--- config.mk ---
export PLATFORM = sky130hd
export DESIGN_NAME = encrypted_frame_encoder
export DESIGN_NICKNAME = d
export VERILOG_FILES = /design/src/rtl/efe_pkg.sv /design/src/rtl/efe_crc.sv /design/src/rtl/efe_tea.sv /design/src/rtl/efe_obuf.sv /design/src/rtl/encrypted_frame_encoder.sv
export SDC_FILE = /design/constraint.sdc
export NUM_CORES = 1
export LEC_CHECK = 0
export BUFFER_PORTS_ARGS = -buffer_cell sky130_fd_sc_hd__buf_2
export CAP_MARGIN = 10
export CORE_MARGIN = 4
export CORE_UTILIZATION = 40
export CTS_CLUSTER_SIZE = 24
export DETAILED_ROUTE_END_ITERATION = 10
export GPL_ROUTABILITY_DRIVEN = 0
export GPL_TIMING_DRIVEN = 0
export HOLD_SLACK_MARGIN = 0.1
export PLACE_DENSITY_LB_ADDON = 0.25
export SLEW_MARGIN = 20
export SYNTH_ARGS = -nofsm -noshare
export SYNTH_HDL_FRONTEND = slang
export SYNTH_SLANG_ARGS = --single-unit
--- constraint.sdc ---
create_clock -name aclk -period 19.7 [get_ports aclk]
set_clock_uncertainty 0.2 [all_clocks]
set_input_delay 3.94 -clock aclk [delete_from_list [all_inputs] [get_ports aclk]]
set_output_delay 3.94 -clock aclk [all_outputs]
set_load 0.1 [all_outputs]
--- src/rtl/efe_pkg.sv ---
// shared constants, types and codes of the encrypted frame encoder
package efe_pkg;

    localparam int MAX_PAYLOAD = 96;

    localparam logic [7:0] SOF_A = 8'hAA;
    localparam logic [7:0] SOF_B = 8'h55;

    localparam logic [15:0] CRC_POLY = 16'hA001;
    localparam logic [15:0] CRC_INIT = 16'hFFFF;

    localparam logic [31:0] TEA_DELTA  = 32'h9E3779B9;
    localparam int          TEA_ROUNDS = 32;
    localparam int          TEA_STEPS  = 2 * TEA_ROUNDS;
    localparam int          STEP_W     = $clog2(TEA_STEPS);

    localparam logic [7:0] FT_CYCLIC = 8'h01;
    localparam logic [7:0] FT_WARN   = 8'h02;

    localparam int CFG_IDX_W = 3;
    localparam logic [CFG_IDX_W-1:0] CFG_ENCRYPT = 3'd0;
    localparam logic [CFG_IDX_W-1:0] CFG_KEY0    = 3'd1;
    localparam logic [CFG_IDX_W-1:0] CFG_KEY1    = 3'd2;
    localparam logic [CFG_IDX_W-1:0] CFG_KEY2    = 3'd3;
    localparam logic [CFG_IDX_W-1:0] CFG_KEY3    = 3'd4;

    localparam logic        ENCRYPT_RESET = 1'b1;
    localparam logic [31:0] KEY0_RESET    = 32'h12345678;
    localparam logic [31:0] KEY1_RESET    = 32'h9ABCDEF0;
    localparam logic [31:0] KEY2_RESET    = 32'h0F1E2D3C;
    localparam logic [31:0] KEY3_RESET    = 32'h44556677;

    typedef logic [3:0][31:0] key_t;

    typedef struct packed {
        logic       valid;
        logic [7:0] data;
        logic       last;
    } emit_t;

    typedef struct packed {
        logic busy;
        logic done;
    } tea_stat_t;

endpackage

--- src/rtl/efe_crc.sv ---
// crc-16/modbus accumulator, one byte per feed
module efe_crc (
    input  logic        aclk,
    input  logic        aresetn,
    input  logic        clear,
    input  logic        feed,
    input  logic [7:0]  data,
    output logic [15:0] crc
);

    logic [15:0] crc_reg;
    logic [15:0] crc_next;
    logic [15:0] upd;

    always_comb begin
        upd = crc_reg ^ {8'h00, data};
        for (int k = 0; k < 8; k++) begin
            upd = upd[0] ? ((upd >> 1) ^ efe_pkg::CRC_POLY) : (upd >> 1);
        end
    end

    always_comb begin
        crc_next = crc_reg;
        if (clear) begin
            crc_next = efe_pkg::CRC_INIT;
        end else if (feed) begin
            crc_next = upd;
        end
    end

    always_ff @(posedge aclk) begin
        if (!aresetn) begin
            crc_reg <= efe_pkg::CRC_INIT;
        end else begin
            crc_reg <= crc_next;
        end
    end

    assign crc = crc_reg;

endmodule

--- src/rtl/efe_tea.sv ---
// iterative tea cipher, one half round per cycle through a shared round unit
module efe_tea (
    input  logic              aclk,
    input  logic              aresetn,
    input  logic              start,
    input  logic [63:0]       v_in,
    input  efe_pkg::key_t     key,
    output logic [63:0]       result,
    output efe_pkg::tea_stat_t stat
);

    logic [31:0] v0_reg, v0_next;
    logic [31:0] v1_reg, v1_next;
    logic [31:0] sum_reg, sum_next;
    logic [efe_pkg::STEP_W-1:0] step_reg, step_next;
    logic busy_reg, busy_next;
    logic done_reg, done_next;

    logic        odd;
    logic [31:0] x, acc, ka, kb, f, upd;

    // shared round unit: even steps update v0, odd steps update v1
    always_comb begin
        odd = step_reg[0];
        x   = odd ? v0_reg : v1_reg;
        acc = odd ? v1_reg : v0_reg;
        ka  = odd ? key[2] : key[0];
        kb  = odd ? key[3] : key[1];
        f   = ((x << 4) + ka) ^ (x + sum_reg) ^ ((x >> 5) + kb);
        upd = acc + f;
    end

    always_comb begin
        v0_next   = v0_reg;
        v1_next   = v1_reg;
        sum_next  = sum_reg;
        step_next = step_reg;
        busy_next = busy_reg;
        done_next = 1'b0;
        if (start) begin
            v0_next   = v_in[31:0];
            v1_next   = v_in[63:32];
            sum_next  = efe_pkg::TEA_DELTA;
            step_next = '0;
            busy_next = 1'b1;
        end else if (busy_reg) begin
            if (odd) begin
                v1_next  = upd;
                sum_next = sum_reg + efe_pkg::TEA_DELTA;
            end else begin
                v0_next = upd;
            end
            step_next = step_reg + efe_pkg::STEP_W'(1);
            if (step_reg == efe_pkg::STEP_W'(efe_pkg::TEA_STEPS - 1)) begin
                busy_next = 1'b0;
                done_next = 1'b1;
            end
        end
    end

    always_ff @(posedge aclk) begin
        if (!aresetn) begin
            busy_reg <= 1'b0;
            done_reg <= 1'b0;
            step_reg <= '0;
        end else begin
            busy_reg <= busy_next;
            done_reg <= done_next;
            step_reg <= step_next;
        end
    end

    always_ff @(posedge aclk) begin
        v0_reg  <= v0_next;
        v1_reg  <= v1_next;
        sum_reg <= sum_next;
    end

    assign result    = {v1_reg, v0_reg};
    assign stat.busy = busy_reg;
    assign stat.done = done_reg;

endmodule

--- src/rtl/efe_obuf.sv ---
// output register of the byte stream
module efe_obuf (
    input  logic          aclk,
    input  logic          aresetn,
    input  efe_pkg::emit_t emit,
    output logic          ready,
    output logic          m_tvalid,
    input  logic          m_tready,
    output logic [7:0]    m_tdata,
    output logic          m_tlast
);

    logic       valid_reg, valid_next;
    logic [7:0] data_reg, data_next;
    logic       last_reg, last_next;

    assign ready = !valid_reg || m_tready;

    always_comb begin
        valid_next = valid_reg;
        data_next  = data_reg;
        last_next  = last_reg;
        if (ready) begin
            valid_next = emit.valid;
            data_next  = emit.data;
            last_next  = emit.last;
        end
    end

    always_ff @(posedge aclk) begin
        if (!aresetn) begin
            valid_reg <= 1'b0;
        end else begin
            valid_reg <= valid_next;
        end
    end

    always_ff @(posedge aclk) begin
        data_reg <= data_next;
        last_reg <= last_next;
    end

    assign m_tvalid = valid_reg;
    assign m_tdata  = data_reg;
    assign m_tlast  = last_reg;

endmodule

--- src/rtl/encrypted_frame_encoder.sv ---
// top level of the encrypted frame encoder: sequencer, registers and datapath
//
// usage: payload items enter on the s_ channel, one byte each, tagged with the
// frame type (s_tuser) and the payload length (s_tdata[15:8]); the first item
// of a frame fixes type and length. the m_ channel carries the serialized
// frame AA 55 len type payload crc_lo crc_hi, m_tlast on crc_hi. the cfg
// channel writes encrypt_enable (index 0) and key words 0..3 (index 1..4);
// the user must write them only while the block is idle, and the block
// itself does not enforce this; cfg_ready is always high.
// input handshake: one item at a time; s_tready is high only while idle.
// a frame's first item first sends the header bytes. each item then passes
// the body state and goes on to plain output of its byte; or, if it only
// fills the encrypted block buffer, straight to check; or, if it completes
// a block, to the wait on the tea unit, which runs one half round per cycle
// and flags its result when done, and then to the eight cipher bytes. check
// follows, and the crc bytes after a frame's last kept item.
// reset restores the register defaults and returns to idle between frames.
// a stalled receiver holds the output register and the sequencer waits on
// every byte it emits, so nothing is lost.
module encrypted_frame_encoder #(
    parameter int MAX_PAYLOAD = efe_pkg::MAX_PAYLOAD
) (
    input  logic                          aclk,
    input  logic                          aresetn,
    input  logic                          s_tvalid,
    output logic                          s_tready,
    input  logic [15:0]                   s_tdata,   // data_byte, payload_length
    input  logic [7:0]                    s_tuser,   // frame_type
    output logic                          m_tvalid,
    input  logic                          m_tready,
    output logic [7:0]                    m_tdata,   // out_byte
    output logic                          m_tlast,
    input  logic                          cfg_valid,
    output logic                          cfg_ready,
    input  logic [efe_pkg::CFG_IDX_W-1:0] cfg_index,
    input  logic [31:0]                   cfg_data
);

    localparam int FL_W = $clog2(MAX_PAYLOAD + 1);
    localparam logic [7:0] MAX_B = 8'(MAX_PAYLOAD);

    localparam logic [2:0] ST_IDLE  = 3'd0;
    localparam logic [2:0] ST_HDR   = 3'd1;
    localparam logic [2:0] ST_BODY  = 3'd2;
    localparam logic [2:0] ST_PLAIN = 3'd3;
    localparam logic [2:0] ST_TEA   = 3'd4;
    localparam logic [2:0] ST_CIPH  = 3'd5;
    localparam logic [2:0] ST_CHK   = 3'd6;
    localparam logic [2:0] ST_CRC   = 3'd7;

    logic [2:0] state_reg, state_next;
    logic [2:0] idx_reg, idx_next;
    logic       in_frame_reg, in_frame_next;
    logic [7:0] byte_count_reg, byte_count_next;

    logic [FL_W-1:0] fl_reg, fl_next;
    logic [7:0]      raw_reg, raw_next;
    logic            enc_frame_reg, enc_frame_next;
    logic [7:0]      hl_reg, hl_next;
    logic [7:0]      type_reg, type_next;
    logic [7:0]      data_reg, data_next;
    logic [7:0]      pos_reg, pos_next;
    logic [63:0]     buf_reg, buf_next;

    logic          enc_en_reg, enc_en_next;
    efe_pkg::key_t key_reg, key_next;

    logic            acc;
    logic            first;
    logic [7:0]      pl_in, sat, pos_now, raw_now;
    logic [8:0]      cnt_inc, hl9;
    logic [FL_W-1:0] fl_new;
    logic            enc_new;
    logic            in_len, seal, is_last;
    logic [63:0]     buf_wr;

    efe_pkg::emit_t     emit;
    logic               crc_feed, crc_clear;
    logic [15:0]        crc;
    logic               ob_ready;
    logic               tea_start;
    logic [63:0]        tea_result;
    efe_pkg::tea_stat_t tea_stat;

    efe_crc u_crc (
        .aclk    (aclk),
        .aresetn (aresetn),
        .clear   (crc_clear),
        .feed    (crc_feed),
        .data    (emit.data),
        .crc     (crc)
    );

    efe_tea u_tea (
        .aclk    (aclk),
        .aresetn (aresetn),
        .start   (tea_start),
        .v_in    (buf_wr),
        .key     (key_reg),
        .result  (tea_result),
        .stat    (tea_stat)
    );

    efe_obuf u_obuf (
        .aclk     (aclk),
        .aresetn  (aresetn),
        .emit     (emit),
        .ready    (ob_ready),
        .m_tvalid (m_tvalid),
        .m_tready (m_tready),
        .m_tdata  (m_tdata),
        .m_tlast  (m_tlast)
    );

    // configuration registers
    assign cfg_ready = 1'b1;

    always_comb begin
        enc_en_next = enc_en_reg;
        key_next    = key_reg;
        if (cfg_valid && cfg_ready) begin
            unique case (cfg_index)
                efe_pkg::CFG_ENCRYPT: enc_en_next = cfg_data[0];
                efe_pkg::CFG_KEY0:    key_next[0] = cfg_data;
                efe_pkg::CFG_KEY1:    key_next[1] = cfg_data;
                efe_pkg::CFG_KEY2:    key_next[2] = cfg_data;
                efe_pkg::CFG_KEY3:    key_next[3] = cfg_data;
                default:              enc_en_next = enc_en_reg;
            endcase
        end
    end

    // frame setup from the accepted item
    always_comb begin
        acc     = s_tvalid && s_tready;
        first   = !in_frame_reg;
        pl_in   = s_tdata[15:8];
        sat     = (pl_in > MAX_B) ? MAX_B : pl_in;
        fl_new  = FL_W'(sat);
        enc_new = enc_en_reg && (s_tuser == efe_pkg::FT_CYCLIC ||
                                 s_tuser == efe_pkg::FT_WARN);
        hl9     = enc_new ? ((9'(sat) + 9'd7) & ~9'd7) : 9'(sat);
        pos_now = first ? 8'd0 : byte_count_reg;
        raw_now = first ? pl_in : raw_reg;
        cnt_inc = 9'(pos_now) + 9'd1;
    end

    always_comb begin
        in_len  = 9'(pos_reg) < 9'(fl_reg);
        seal    = (pos_reg[2:0] == 3'd7) || (9'(pos_reg) + 9'd1 == 9'(fl_reg));
        is_last = (9'(pos_reg) + 9'd1 == 9'(fl_reg)) ||
                  (fl_reg == '0 && pos_reg == 8'd0);
        buf_wr  = buf_reg;
        buf_wr[{pos_reg[2:0], 3'b000} +: 8] = data_reg;
    end

    // sequencer
    always_comb begin
        state_next      = state_reg;
        idx_next        = idx_reg;
        in_frame_next   = in_frame_reg;
        byte_count_next = byte_count_reg;
        fl_next         = fl_reg;
        raw_next        = raw_reg;
        enc_frame_next  = enc_frame_reg;
        hl_next         = hl_reg;
        type_next       = type_reg;
        data_next       = data_reg;
        pos_next        = pos_reg;
        buf_next        = buf_reg;
        emit            = '0;
        crc_feed        = 1'b0;
        crc_clear       = 1'b0;
        tea_start       = 1'b0;
        s_tready        = (state_reg == ST_IDLE);

        unique case (state_reg)
            ST_IDLE: begin
                if (acc) begin
                    if (first) begin
                        fl_next        = fl_new;
                        raw_next       = pl_in;
                        enc_frame_next = enc_new;
                        hl_next        = hl9[7:0];
                        type_next      = s_tuser;
                        buf_next       = '0;
                        crc_clear      = 1'b1;
                    end
                    data_next       = s_tdata[7:0];
                    pos_next        = pos_now;
                    byte_count_next = cnt_inc[7:0];
                    in_frame_next   = !(cnt_inc >= 9'(raw_now));
                    idx_next        = '0;
                    state_next      = first ? ST_HDR : ST_BODY;
                end
            end
            ST_HDR: begin
                if (ob_ready) begin
                    emit.valid = 1'b1;
                    unique case (idx_reg[1:0])
                        2'd0:    emit.data = efe_pkg::SOF_A;
                        2'd1:    emit.data = efe_pkg::SOF_B;
                        2'd2:    emit.data = hl_reg;
                        default: emit.data = type_reg;
                    endcase
                    crc_feed = idx_reg[1];
                    idx_next = idx_reg + 3'd1;
                    if (idx_reg[1:0] == 2'd3) begin
                        state_next = ST_BODY;
                    end
                end
            end
            ST_BODY: begin
                if (in_len && enc_frame_reg) begin
                    if (seal) begin
                        tea_start  = 1'b1;
                        buf_next   = '0;
                        state_next = ST_TEA;
                    end else begin
                        buf_next   = buf_wr;
                        state_next = ST_CHK;
                    end
                end else if (in_len) begin
                    state_next = ST_PLAIN;
                end else begin
                    state_next = ST_CHK;
                end
            end
            ST_PLAIN: begin
                if (ob_ready) begin
                    emit.valid = 1'b1;
                    emit.data  = data_reg;
                    crc_feed   = 1'b1;
                    state_next = ST_CHK;
                end
            end
            ST_TEA: begin
                if (tea_stat.done) begin
                    idx_next   = '0;
                    state_next = ST_CIPH;
                end
            end
            ST_CIPH: begin
                if (ob_ready) begin
                    emit.valid = 1'b1;
                    emit.data  = tea_result[{idx_reg, 3'b000} +: 8];
                    crc_feed   = 1'b1;
                    idx_next   = idx_reg + 3'd1;
                    if (idx_reg == 3'd7) begin
                        state_next = ST_CHK;
                    end
                end
            end
            ST_CHK: begin
                idx_next   = '0;
                state_next = is_last ? ST_CRC : ST_IDLE;
            end
            ST_CRC: begin
                if (ob_ready) begin
                    emit.valid = 1'b1;
                    emit.data  = idx_reg[0] ? crc[15:8] : crc[7:0];
                    emit.last  = idx_reg[0];
                    idx_next   = idx_reg + 3'd1;
                    if (idx_reg[0]) begin
                        state_next = ST_IDLE;
                    end
                end
            end
        endcase
    end

    always_ff @(posedge aclk) begin
        if (!aresetn) begin
            state_reg      <= ST_IDLE;
            idx_reg        <= '0;
            in_frame_reg   <= 1'b0;
            byte_count_reg <= '0;
            fl_reg         <= '0;
            raw_reg        <= '0;
            enc_frame_reg  <= 1'b0;
            enc_en_reg     <= efe_pkg::ENCRYPT_RESET;
            key_reg        <= {efe_pkg::KEY3_RESET, efe_pkg::KEY2_RESET,
                               efe_pkg::KEY1_RESET, efe_pkg::KEY0_RESET};
        end else begin
            state_reg      <= state_next;
            idx_reg        <= idx_next;
            in_frame_reg   <= in_frame_next;
            byte_count_reg <= byte_count_next;
            fl_reg         <= fl_next;
            raw_reg        <= raw_next;
            enc_frame_reg  <= enc_frame_next;
            enc_en_reg     <= enc_en_next;
            key_reg        <= key_next;
        end
    end

    always_ff @(posedge aclk) begin
        hl_reg   <= hl_next;
        type_reg <= type_next;
        data_reg <= data_next;
        pos_reg  <= pos_next;
        buf_reg  <= buf_next;
    end

    // no byte is pushed while the output register is full
    assert property (@(posedge aclk) disable iff (!aresetn)
        emit.valid |-> ob_ready)
        else $error("byte emitted while output register full");

    // one item at a time
    assert property (@(posedge aclk) disable iff (!aresetn)
        (s_tvalid && s_tready) |=> !s_tready)
        else $error("input accepted while busy");

    // the cipher only finishes while the sequencer waits for it
    assert property (@(posedge aclk) disable iff (!aresetn)
        tea_stat.done |-> state_reg == ST_TEA)
        else $error("tea result outside of cipher wait");

    // waiting on the cipher implies it is running or has finished
    assert property (@(posedge aclk) disable iff (!aresetn)
        (state_reg == ST_TEA && !$past(tea_start)) |-> (tea_stat.busy || tea_stat.done))
        else $error("sequencer waits on an idle tea unit");

endmodule

; ---- After elaboration in Yosys (flattened, before gate mapping)
; Index checks and enable logic that the tools add are counted.
; W data, S select, Z words.
[word_totals]
reg_bits = 386
input_bits = 64
wordCells = 197
[classes]
addsub = 11
magnitude_cmp = 3
n_eq_ne = 33
n_shift = 3
n_mux = 67
n_bitwise = 14
n_reduce_logical = 38
[op_table]
columns = operator, n
row1 = $mux W32, 10
row2 = $mux W64, 4
row3 = $mux W16, 8
row4 = $pmux W64 S2, 1
row5 = $add A32 B32 Y32, 3
row6 = $bwmux W64, 1
row7 = $shift A8 B8 Y64 const A, 1
row8 = $shiftx A64 B7 Y8, 1
row9 = $shiftx A8 B8 Y64, 1
row10 = $xor A32 B32 Y32, 2
row11 = $mux W3, 15
row12 = $mux W8, 5
row13 = $pmux W9 S4, 1
row14 = $add A27 B32 Y32, 1
row15 = $add A32 B32 Y32 const B, 1
row16 = $mux W9, 3
row17 = $not A2 Y3, 8
row18 = $pmux W3 S8, 1
row19 = $pmux W8 S3, 1
row20 = $eq A3 B3 Y1 const B, 7
row21 = $ne A2 B2 Y1 const B, 10
row22 = $reduce_and A2 Y1, 10
row23 = $add A8 B1 Y9 const B, 2
row24 = $xor A16 B8 Y16, 1
row25 = 36 further kinds, 71

; ---- Longest topological paths before layout
; Gate-level depths: netlist of the first run.
[depth]
depth_word = 21
ltp_mapped = 29
ltp_nobuf = 24

; ---- By module
; A second synthesis of the first run with hierarchy kept.
[hier_totals]
cells_unflattened = 2810
hier_area_um2 = 25370.6
[by_module_without_submodules]
columns = module, instances, cells_each, area_per_inst_um2
row1 = efe_tea, 1, 1430, 12304.3
row2 = encrypted_frame_encoder, 1, 1275, 11900.2
row3 = efe_crc, 1, 92, 847.1
row4 = efe_obuf, 1, 13, 319.1

; ---- Worst setup path before layout of the first run
; No wires, ideal clock.
[synth_path]
path_kind = input to register
start = input port s_tvalid
end = register buf_reg[0] (enable)
setup_ns = 0.565
arrival_time_ns = 8.528
required_ns = 18.935
setup_slack_ns = 10.407
path_stages = 3
n_path_buf = 0
cell_sequence = nor3b_1 -> a41oi_1 -> nor3_1
[synth_via]
elab_chain_len = 3
[synth_rtl]
columns = element, line
row1 = start: declaration, encrypted_frame_encoder.sv:25  ; input logic s_tvalid,
row2 = $logic_and A1 B1 Y1, encrypted_frame_encoder.sv:135  ; acc = s_tvalid && s_tready;
row3 = $ne A2 B1 Y1 (no line), n/a
row4 = $reduce_and A4 Y1 (no line), n/a
row5 = end signal: assignment, encrypted_frame_encoder.sv:302  ; buf_reg <= buf_next;
row6 = end: declaration, encrypted_frame_encoder.sv:63  ; logic [63:0] buf_reg, buf_next;
; Every way passes these cells.
; A chain may end at the register's enable or synchronous reset.

; ---- Final worst setup path of the first run
[layout_path]
start = register u_tea.step_reg[0] (netlist bit)
end = register u_tea.v1_reg[27] (data pin)
[layout_via]
elab_chain_len = 8
word_cells_on_any_way = 13
[layout_rtl]
columns = element, line
row1 = start: declaration, efe_tea.sv:15  ; logic [efe_pkg::STEP_W-1:0] step_reg, step_next;
row2 = start signal: assignment, efe_tea.sv:69  ; step_reg <= step_next;
row3 = $mux W32 (on tied branches), "efe_tea.sv:27, efe_tea.sv:25"
row4 = $add A32 B32 Y32, efe_tea.sv:29  ; f = ((x << 4) + ka) ^ (x + sum_reg) ^ ((x >> 5) + kb);
row5 = $xor A32 B32 Y32 (2 in series), efe_tea.sv:29
row6 = $add A32 B32 Y32 (*), efe_tea.sv:30  ; upd = acc + f;
row7 = $mux W32 (*), efe_tea.sv:47  ; if (odd) begin
row8 = $mux W32 (*), efe_tea.sv:46  ; end else if (busy_reg) begin
row9 = $mux W32 (*), efe_tea.sv:40  ; if (start) begin
row10 = via u_tea.v1_next[27], efe_tea.sv:13  ; logic [31:0] v1_reg, v1_next;
row11 = end signal: assignment, efe_tea.sv:75  ; v1_reg <= v1_next;
row12 = end: declaration, efe_tea.sv:13
; The timed path passes the listed nets; every way through them passes the cells marked *. The select of a mux whose other input is x is not followed.

==> results of run 1 <==
[area by class of cell]
cell class	instances	area share (%)
clock buffer	60	4.369
tap	782	3.593
multi-input combinational	2135	52.55
timing repair buffer	82	1.750
buffer	125	1.907
inverter	56	0.7718
sequential	386	34.58
clock inverter	13	0.4732
[report_power, final]
group          internal (mW)  total, mW  switching [mW]  leakage, nW
registers              0.974       1.04          0.0661         3.37
logic                  0.286      0.819           0.533         6.75
clock network          0.446      0.783           0.337        0.640
[how the worst max path moves through the flow]
| stage | slack (ns) | endpoint | cells after the start | from |
|---|---|---|---|---|
| 6_report | 10.59 | u_tea.v1_reg[27] | 29 | u_tea.step_reg[0] |
| 5_1_grt | 10.12 | u_tea.v1_reg[27] | 29 | u_tea.step_reg[0] |
| 4_1_cts | 10.65 | u_tea.v1_reg[27] | 29 | u_tea.step_reg[0] |
| 3_5_place_dp | 10.65 | u_tea.v1_reg[27] | 29 | u_tea.step_reg[0] |
| 3_3_place_gp | 8.51 | buf_reg[33] | 4 | s_tvalid |
| 2_1_floorplan | 10.41 | buf_reg[0] | 3 | s_tvalid |
[worst max-delay path: cells and delay by family, from the launching register on]
| family | cells | cell delay [ns] |
|---|---|---|
| xor gates and xnor gates | 1 | 0.17 |
| muxes | 1 | 0.48 |
| AOI/OAI and AO/OA | 16 | 3.88 |
| adders and majority gates | 3 | 0.73 |
| DFF | 1 | 0.33 |
| and+or+nand+nor | 2 | 0.37 |
| buffers and inverters | 6 | 2.66 |
[cells in the mapped netlist, drive strengths merged, types with 5 or more instances]
cell and count:
o21a 22, and2 16, or2 8, o22ai 9
nor2 223, and3 26, o21bai 13, nor2b 20
a31oi 25, a21o 64, nand2b 17, dfxtp 217
mux2 118, xnor2 183, nor4 8, edfxtp 169
mux2i 66, inv 53, buf 20, a211oi 28
xor2 59, mux4 16, a311oi 6, a21oi 288
or3 8, o2111ai 5, xnor3 5, nand3 109
o211ai 19, clkbuf 105, o31ai 6, nand2 429
nor3 41, o21ai 69, nand4 17, ha 146
and4 6
[stage by stage]
| stage | total power [mW] | area (um2) |
|---|---|---|
| final | 2.641 | 27230 |
| after global routing | 2.766 | 27230 |
| after CTS | 2.642 | 27230 |
| after detailed placement | 1.859 | 25910 |
| after global placement | 1.836 | 25780 |
| after floorplan | 1.636 | 24430 |
[cells by family (layout without fill, tap and decap cells)]
family | count (synthesis) | count (layout) | share of synthesized area [%]
AOI/OAI and AO/OA | 600 | 600 | 15.13
buffers and inverters | 181 | 336 | 2.980
adders and majority gates | 150 | 150 | 7.804
DFF | 386 | 386 | 38.55
and+or+nand+nor | 936 | 936 | 16.72
xor gates and xnor gates | 247 | 247 | 9.166
other | 2 | 2 | 0.03073
muxes | 200 | 200 | 9.616
[metal layers]
metal,vias to the layer above,track usage (%)
met5,-,0
met4,0,10.46
met3,183,2.632
met2,863,40.02
met1,10030,31.36
li1,9899,-
[placed cells by master (no fill, tap or decap), types with 58 or more instances in the layout]
cell type  netlist  final
a21o_1          61     61
a21oi_1        287    287
buf_2            9     82
clkbuf_1       104    115
dfxtp_1        217    217
edfxtp_1       169    169
ha_1           146    146
mux2_2         118    118
mux2i_1         66     66
nand2_1        429    428
nand3_1        109    109
nor2_1         223    223
o21ai_0         59     58
xnor2_1        182    182
xor2_1          59     59
==> summary.txt, run 1 <==
Status
  – Status: finished clean

Worst setup path
  – Reg2Reg Depth: 29
  – Max incr delay on CP: 0.88 ns
  – Startpoint type of the worst setup path: flop
  – Slowest CP cell: o41ai_1
  – Reg2reg start: u_tea.step_reg[0]
  – Crit path required time: 19.80 ns
  – Crit end category: flop
  – Reg2Reg Setup Slack: 10.59 ns
  – Worst r2r dst: u_tea.v1_reg[27]
  – Max FO, Critical Path: 10
  – Crit path arrival time: 9.21 ns
  – Most numerous cell on the critical path: clkbuf_1
  – Type of the worst setup path: flop to flop

Clock tree
  – CTS tree: yes
  – Num CTS Buffers: 42
  – Root Buffer Master: clkbuf_16
  – # H-tree levels: 2
  – Clock Path Buffers: 3
  – Clock Sinks: 386
  – Hold-fix buffers, CTS: 0
  – Skew-Pair Late Insertion Delay: around 0.58 ns
  – PostCTS Resize Cnt: 0
  – Worst-path clk slew: around 0.060 ns
  – Post-CTS setup buffers: 0

Logic synthesis
  – Yosys top cell area share: 20.77%
  – FF+latch count, synth: 386
  – Most used DFF post-synth: dfxtp_1
  – Synthesized Nets: between 2000 and 3000
  – Top cell type by total area after synthesis: edfxtp_1
  – Post-synth EDFFs: 169
  – Seq/Total Area, Yosys: ~39%
  – Synth cell types: 87
  – Synth Cell Area: approximately 24000 um2
  – Yosys warns: 0
  – Asr flop ratio synth: 0%
  – Gate Count Post-Synth: 2702
  – Avg Inst Size Synth: 9.043 um2
  – Dominant cells by area after synthesis: edfxtp_1, dfxtp_1, ha_1, nand2_1, xnor2_1

Power and ir drop
  – Maximum VDD drop: 0.00006258 V
  – Lkg Pwr: between 10 and 15 nW
  – PD cells: 96.97 nW/um2

Final layout
  – Final Util: 45.12%
  – Area Overhead vs Synth: 11.46%
  – Max reg flops: around 130
  – Diodes inserted: 0
  – Final-stage net count: 3042
  – Multi-input combinational cell area: 14310 um2
  – Final Non-Filler Cells: 3639
  – Layout cells sized above 1: around 11%
  – FILL cells: 5786
  – Sequential cell area: 9419 um2

STA
  – RSZ-0062 raised after global routing: false
  – Setup tns final: 0 ns
  – Peak Freq: 109.8 MHz
  – Crit share post-route: 46.24%
  – Pins Over Slew Limit: 0
  – Final Hold Vio Count: 0
  – Setup ws final: 10.59 ns
  – Min cycle time layout: 9.110 ns
  – Final setup viols: 0
  – Hold WS: about 0.25 ns
  – Slew headroom: 23.21%
  – Worst slew pin tran: 1.152 ns

Placed design
  – Post-detail-place hpwl: 62.12 mm
  – Count of input and output buffers: 73
  – Dpl cells: 3566
  – Place WS: 10.65 ns

Drt
  – Met2 wire length: approximately 37 mm
  – Routed wire per std cell: 21.92 um
  – DRT iter0 DRCs: ~2000
  – Detail Route met3 WL: ~5.4 mm
  – Detailed Routing Iterations Pass 1: 6
  – Antenna-violating nets left: 0
  – Max layer used: met4
  – Post-route DRC violation count: 0
  – Via count: 20970
  – Vias per cell: 5.763
  – Routed wire length: about 80 mm
  – WL met1: 33.47 mm

Worst hold path
  – Worst Hold Path EP: key_reg[7]
  – Worst Hold Path Cells: 2
  – Hold Path Origin: key_reg[7]
  – Hold/Removal Path Class: flop to flop

Global routing
  – Initial antenna violation count: 1
  – Total GRT Usage: approximately a quarter
  – First-pass GRT wire length: 119.7 mm
  – Vias in the first global route: 20200
  – GRT Residual Overflow: 0
  – Largest net degree at the start of global routing: 29

Floorplan
  – Overall die width: 255.2 um
  – Die ar.: around 65000 um2
  – Die Ht: 255.2 um
  – Initial Utilization: between 40% and 50%
  – Row cnt: 90
  – Top-level port count: 76
  – CORE AREA: 60360 um2

Run
  – Max-cap violations: 0
Note: power is estimated with default switching activity, not from simulation.
==> run 2, diff against run 1 <==
- ABC_AREA: not set -> 1
- clock period: 19.7 -> 8.3 ns (I/O delays scaled with it)
==> run 2 against run 1 <==
Net effect:
- non-clock buffer count fell by 8
- sequential power rose by 150%
- largest cell class unchanged
- synthesized cell count rose by 27%
==> summary.txt, run 2 <==
Clock tree
  – Clock Path Buffers: 3
  – CTS tree: yes
  – Clock Sinks: approximately 390
  – # H-tree levels: 2
  – Skew-Pair Late Insertion Delay: around 0.6 ns
  – Hold-fix buffers, CTS: 0
  – Num CTS Buffers: 45
  – Worst-path clk slew: 0.06 ns
  – Root Buffer Master: clkbuf_16
  – Post-CTS setup buffers: 0

STA
  – Pins Over Slew Limit: 0
  – Peak Freq: 127.2 MHz
  – Worst slew pin tran: ~1.1 ns
  – Final setup viols: 0
  – RSZ-0062 raised after global routing: false
  – Slew headroom: 26.67%
  – Final Hold Vio Count: 0
  – Setup tns final: 0 ns
  – Min cycle time layout: 7.862 ns
  – Crit share post-route: 94.72%

Final layout
  – Diodes inserted: 0
  – Most common cell after layout, fill and taps aside: nand2_1
  – FILL cells: around 6400
  – Sequential cell area: 9419 um2
  – Final-stage net count: 3759
  – Final Util: between 40% and 50%
  – Layout cells sized above 1: approximately 6.3%
  – Multi-input combinational cell area: about 14000 um2
  – Max reg flops: 128
  – Most frequent cells in the layout: nand2_1, o21ai_0, inv_1
  – Final Non-Filler Cells: roughly 4400
  – Area Overhead vs Synth: 12.17%

Logic synthesis
  – Asr flop ratio synth: 0%
  – Yosys warns: 0
  – Dominant cells by area after synthesis: edfxtp_1, dfxtp_1, nand2_1, o21ai_0, ha_1
  – Seq/Total Area, Yosys: 37.18%
  – Most numerous cell in the Yosys netlist: nand2_1
  – Post-synth EDFFs: 169
  – Synth cell count leaders: nand2_1, o21ai_0, inv_1
  – Synthesized Nets: around 3600
  – FF+latch count, synth: approximately 390
  – Yosys top cell area share: 20.03%
  – Synth Cell Area: 25330 um2
  – Most used DFF post-synth: dfxtp_1
  – Avg Inst Size Synth: 7.404 um2
  – Synth cell types: 52
  – Gate Count Post-Synth: 3421
  – Top cell type by total area after synthesis: edfxtp_1

Worst setup path
  – Reg2Reg Depth: 26
  – Crit path required time: 8.41 ns
  – Startpoint type of the worst setup path: flop
  – Crit path arrival time: between 7 and 8 ns
  – Max FO, Critical Path: 19
  – Type of the worst setup path: flop to flop
  – Crit end category: flop

Floorplan
  – Top-level port count: 76
  – Overall die width: 259.6 um
  – Die Ht: 259.6 um
  – Die ar.: about 67000 um2
  – Row cnt: 91
  – CORE AREA: roughly 62000 um2
  – Initial Utilization: between 40% and 50%

Drt
  – Vias per cell: 5.460
  – DRT iter0 DRCs: ~3000
  – Routed wire length: 86.90 mm
  – Via count: 24120
  – Post-route DRC violation count: 0
  – Routed wire per std cell: 19.67 um
  – Detailed Routing Iterations Pass 1: 6
  – Antenna-violating nets left: 0

Power and ir drop
  – Seq pwr share: 35.9%
  – Final Power: 7.199 mW
  – Clock power share: 29.3%
  – Comb pwr share: 34.8%
  – Sw Pwr: 2.768 mW
  – Lkg Pwr: between 10 and 15 nW
  – Int Pwr: 4.432 mW
  – PD cells: 253.4 nW/um2
  – Sw Share: 38.44%
  – Maximum VDD drop: 0.0001612 V

Placed design
  – Dpl cells: 4336
  – Post-detail-place hpwl: between 60 and 70 mm
  – Count of input and output buffers: 74

Status
  – Status: finished clean

Global routing
  – Vias in the first global route: between 20000 and 25000
  – First-pass GRT wire length: approximately 130 mm
  – Largest net degree at the start of global routing: 43
  – Total GRT Usage: around a quarter
  – GRT Residual Overflow: 0
  – Initial antenna violation count: 3

Worst hold path
  – Hold/Removal Path Class: flop to flop
  – Worst Hold Path Cells: 2

Run
  – Max-cap violations: 0
-- run 2: cell types whose count changed after synthesis, moves of 44 or more --
| cell | before | now |
|---|---|---|
| a21o_1 | 61 | 17 |
| nand3_1 | 109 | 206 |
| xor2_1 | 59 | 129 |
| o21ai_0 | 59 | 404 |
| inv_1 | 52 | 351 |
| nand2_1 | 429 | 719 |
| mux2_2 | 118 | 0 |
| xnor2_1 | 182 | 75 |
| nor2_1 | 223 | 300 |
-- run 2: critical path, cell delays in order (launching register included) --
cell and delay (ns):
dfxtp_1 0.69, buf_2 0.42, buf_2 0.49, clkbuf_2 0.38, clkbuf_1 0.50, nand2_1 0.09, o21ai_0 0.41, ha_1 0.45
a21oi_1 0.18, o21a_1 0.13, nand2_1 0.11, a21boi_0 0.32, o21ai_0 0.25, a21oi_1 0.36, o21ai_0 0.25, xor2_1 0.22
nand3b_1 0.13, nand2_1 0.08, ha_1 0.35, nand2_1 0.13, nor3_1 0.56, nand3_1 0.17, nand3_1 0.22, a21oi_1 0.12
xnor2_1 0.15, nand2_1 0.08, o21ai_0 0.08
-- run 2: area by class of cell --
type                       count  area share [%]
tap                          837           3.686
inverter                     364           4.809
clock inverter                22           1.127
sequential                   386           33.15
multi-input combinational   2549           49.53
buffer                       121           1.761
timing repair buffer          78           1.581
clock buffer                  61           4.351
-- run 2: per-stage QoR --
stage / worst slack (ns) / hold slack [ns] / instance area (um2)
5_1_grt: 0.1248 / 0.2658 / 28410
3_3_place_gp: -0.09774 / 0.2341 / 26750
2_1_floorplan: 2.760 / 0.2208 / 25330
3_5_place_dp: -0.1095 / 0.2408 / 26850
4_1_cts: 0.3324 / 0.2491 / 28410
6_report: 0.4382 / 0.2473 / 28410
-- run 2: worst paths after layout --
check,from,end,slack (ns)
min reg2reg,raw_reg[3],raw_reg[3],0.25
min,raw_reg[3],raw_reg[3],0.25
max,u_tea.step_reg[0],u_tea.v1_reg[27],0.44
max reg2reg,u_tea.step_reg[0],u_tea.v1_reg[27],0.44
-- run 2: cells by family (layout without fill, tap and decap cells) --
logic type,Yosys count,after routing,share of synthesized area [%]
DFF,386,386,37.18
xor gates and xnor gates,204,204,7.054
and+or+nand+nor,1355,1355,22.49
buffers and inverters,486,646,7.355
AOI/OAI and AO/OA,803,803,16.97
muxes,35,35,1.383
adders and majority gates,150,150,7.528
other,2,2,0.02965
-- run 2: power by group through the flow --
| stage | logic (mW) | clock network, mW | registers, mW |
|---|---|---|---|
| final | 2.51 | 2.11 | 2.58 |
| after global routing | 2.75 | 2.21 | 2.61 |
| after CTS | 2.46 | 2.14 | 2.58 |
| after detailed placement | 2.45 | 0 | 2.62 |
| after global placement | 2.40 | 0 | 2.63 |
| after floorplan | 1.64 | 0 | 2.72 |
-- run 2: per-layer routing --
layer	wire length, um	global-route usage, %
met1	39940	36.55
met5	0	0
met2	37070	37.73
met3	7700	4.772
met4	2195	6.191
-- run 2: repair_timing --
item	CTS	global route
setup endpoints to repair	10	16
cloned	0	0
gates resized for setup	1	8
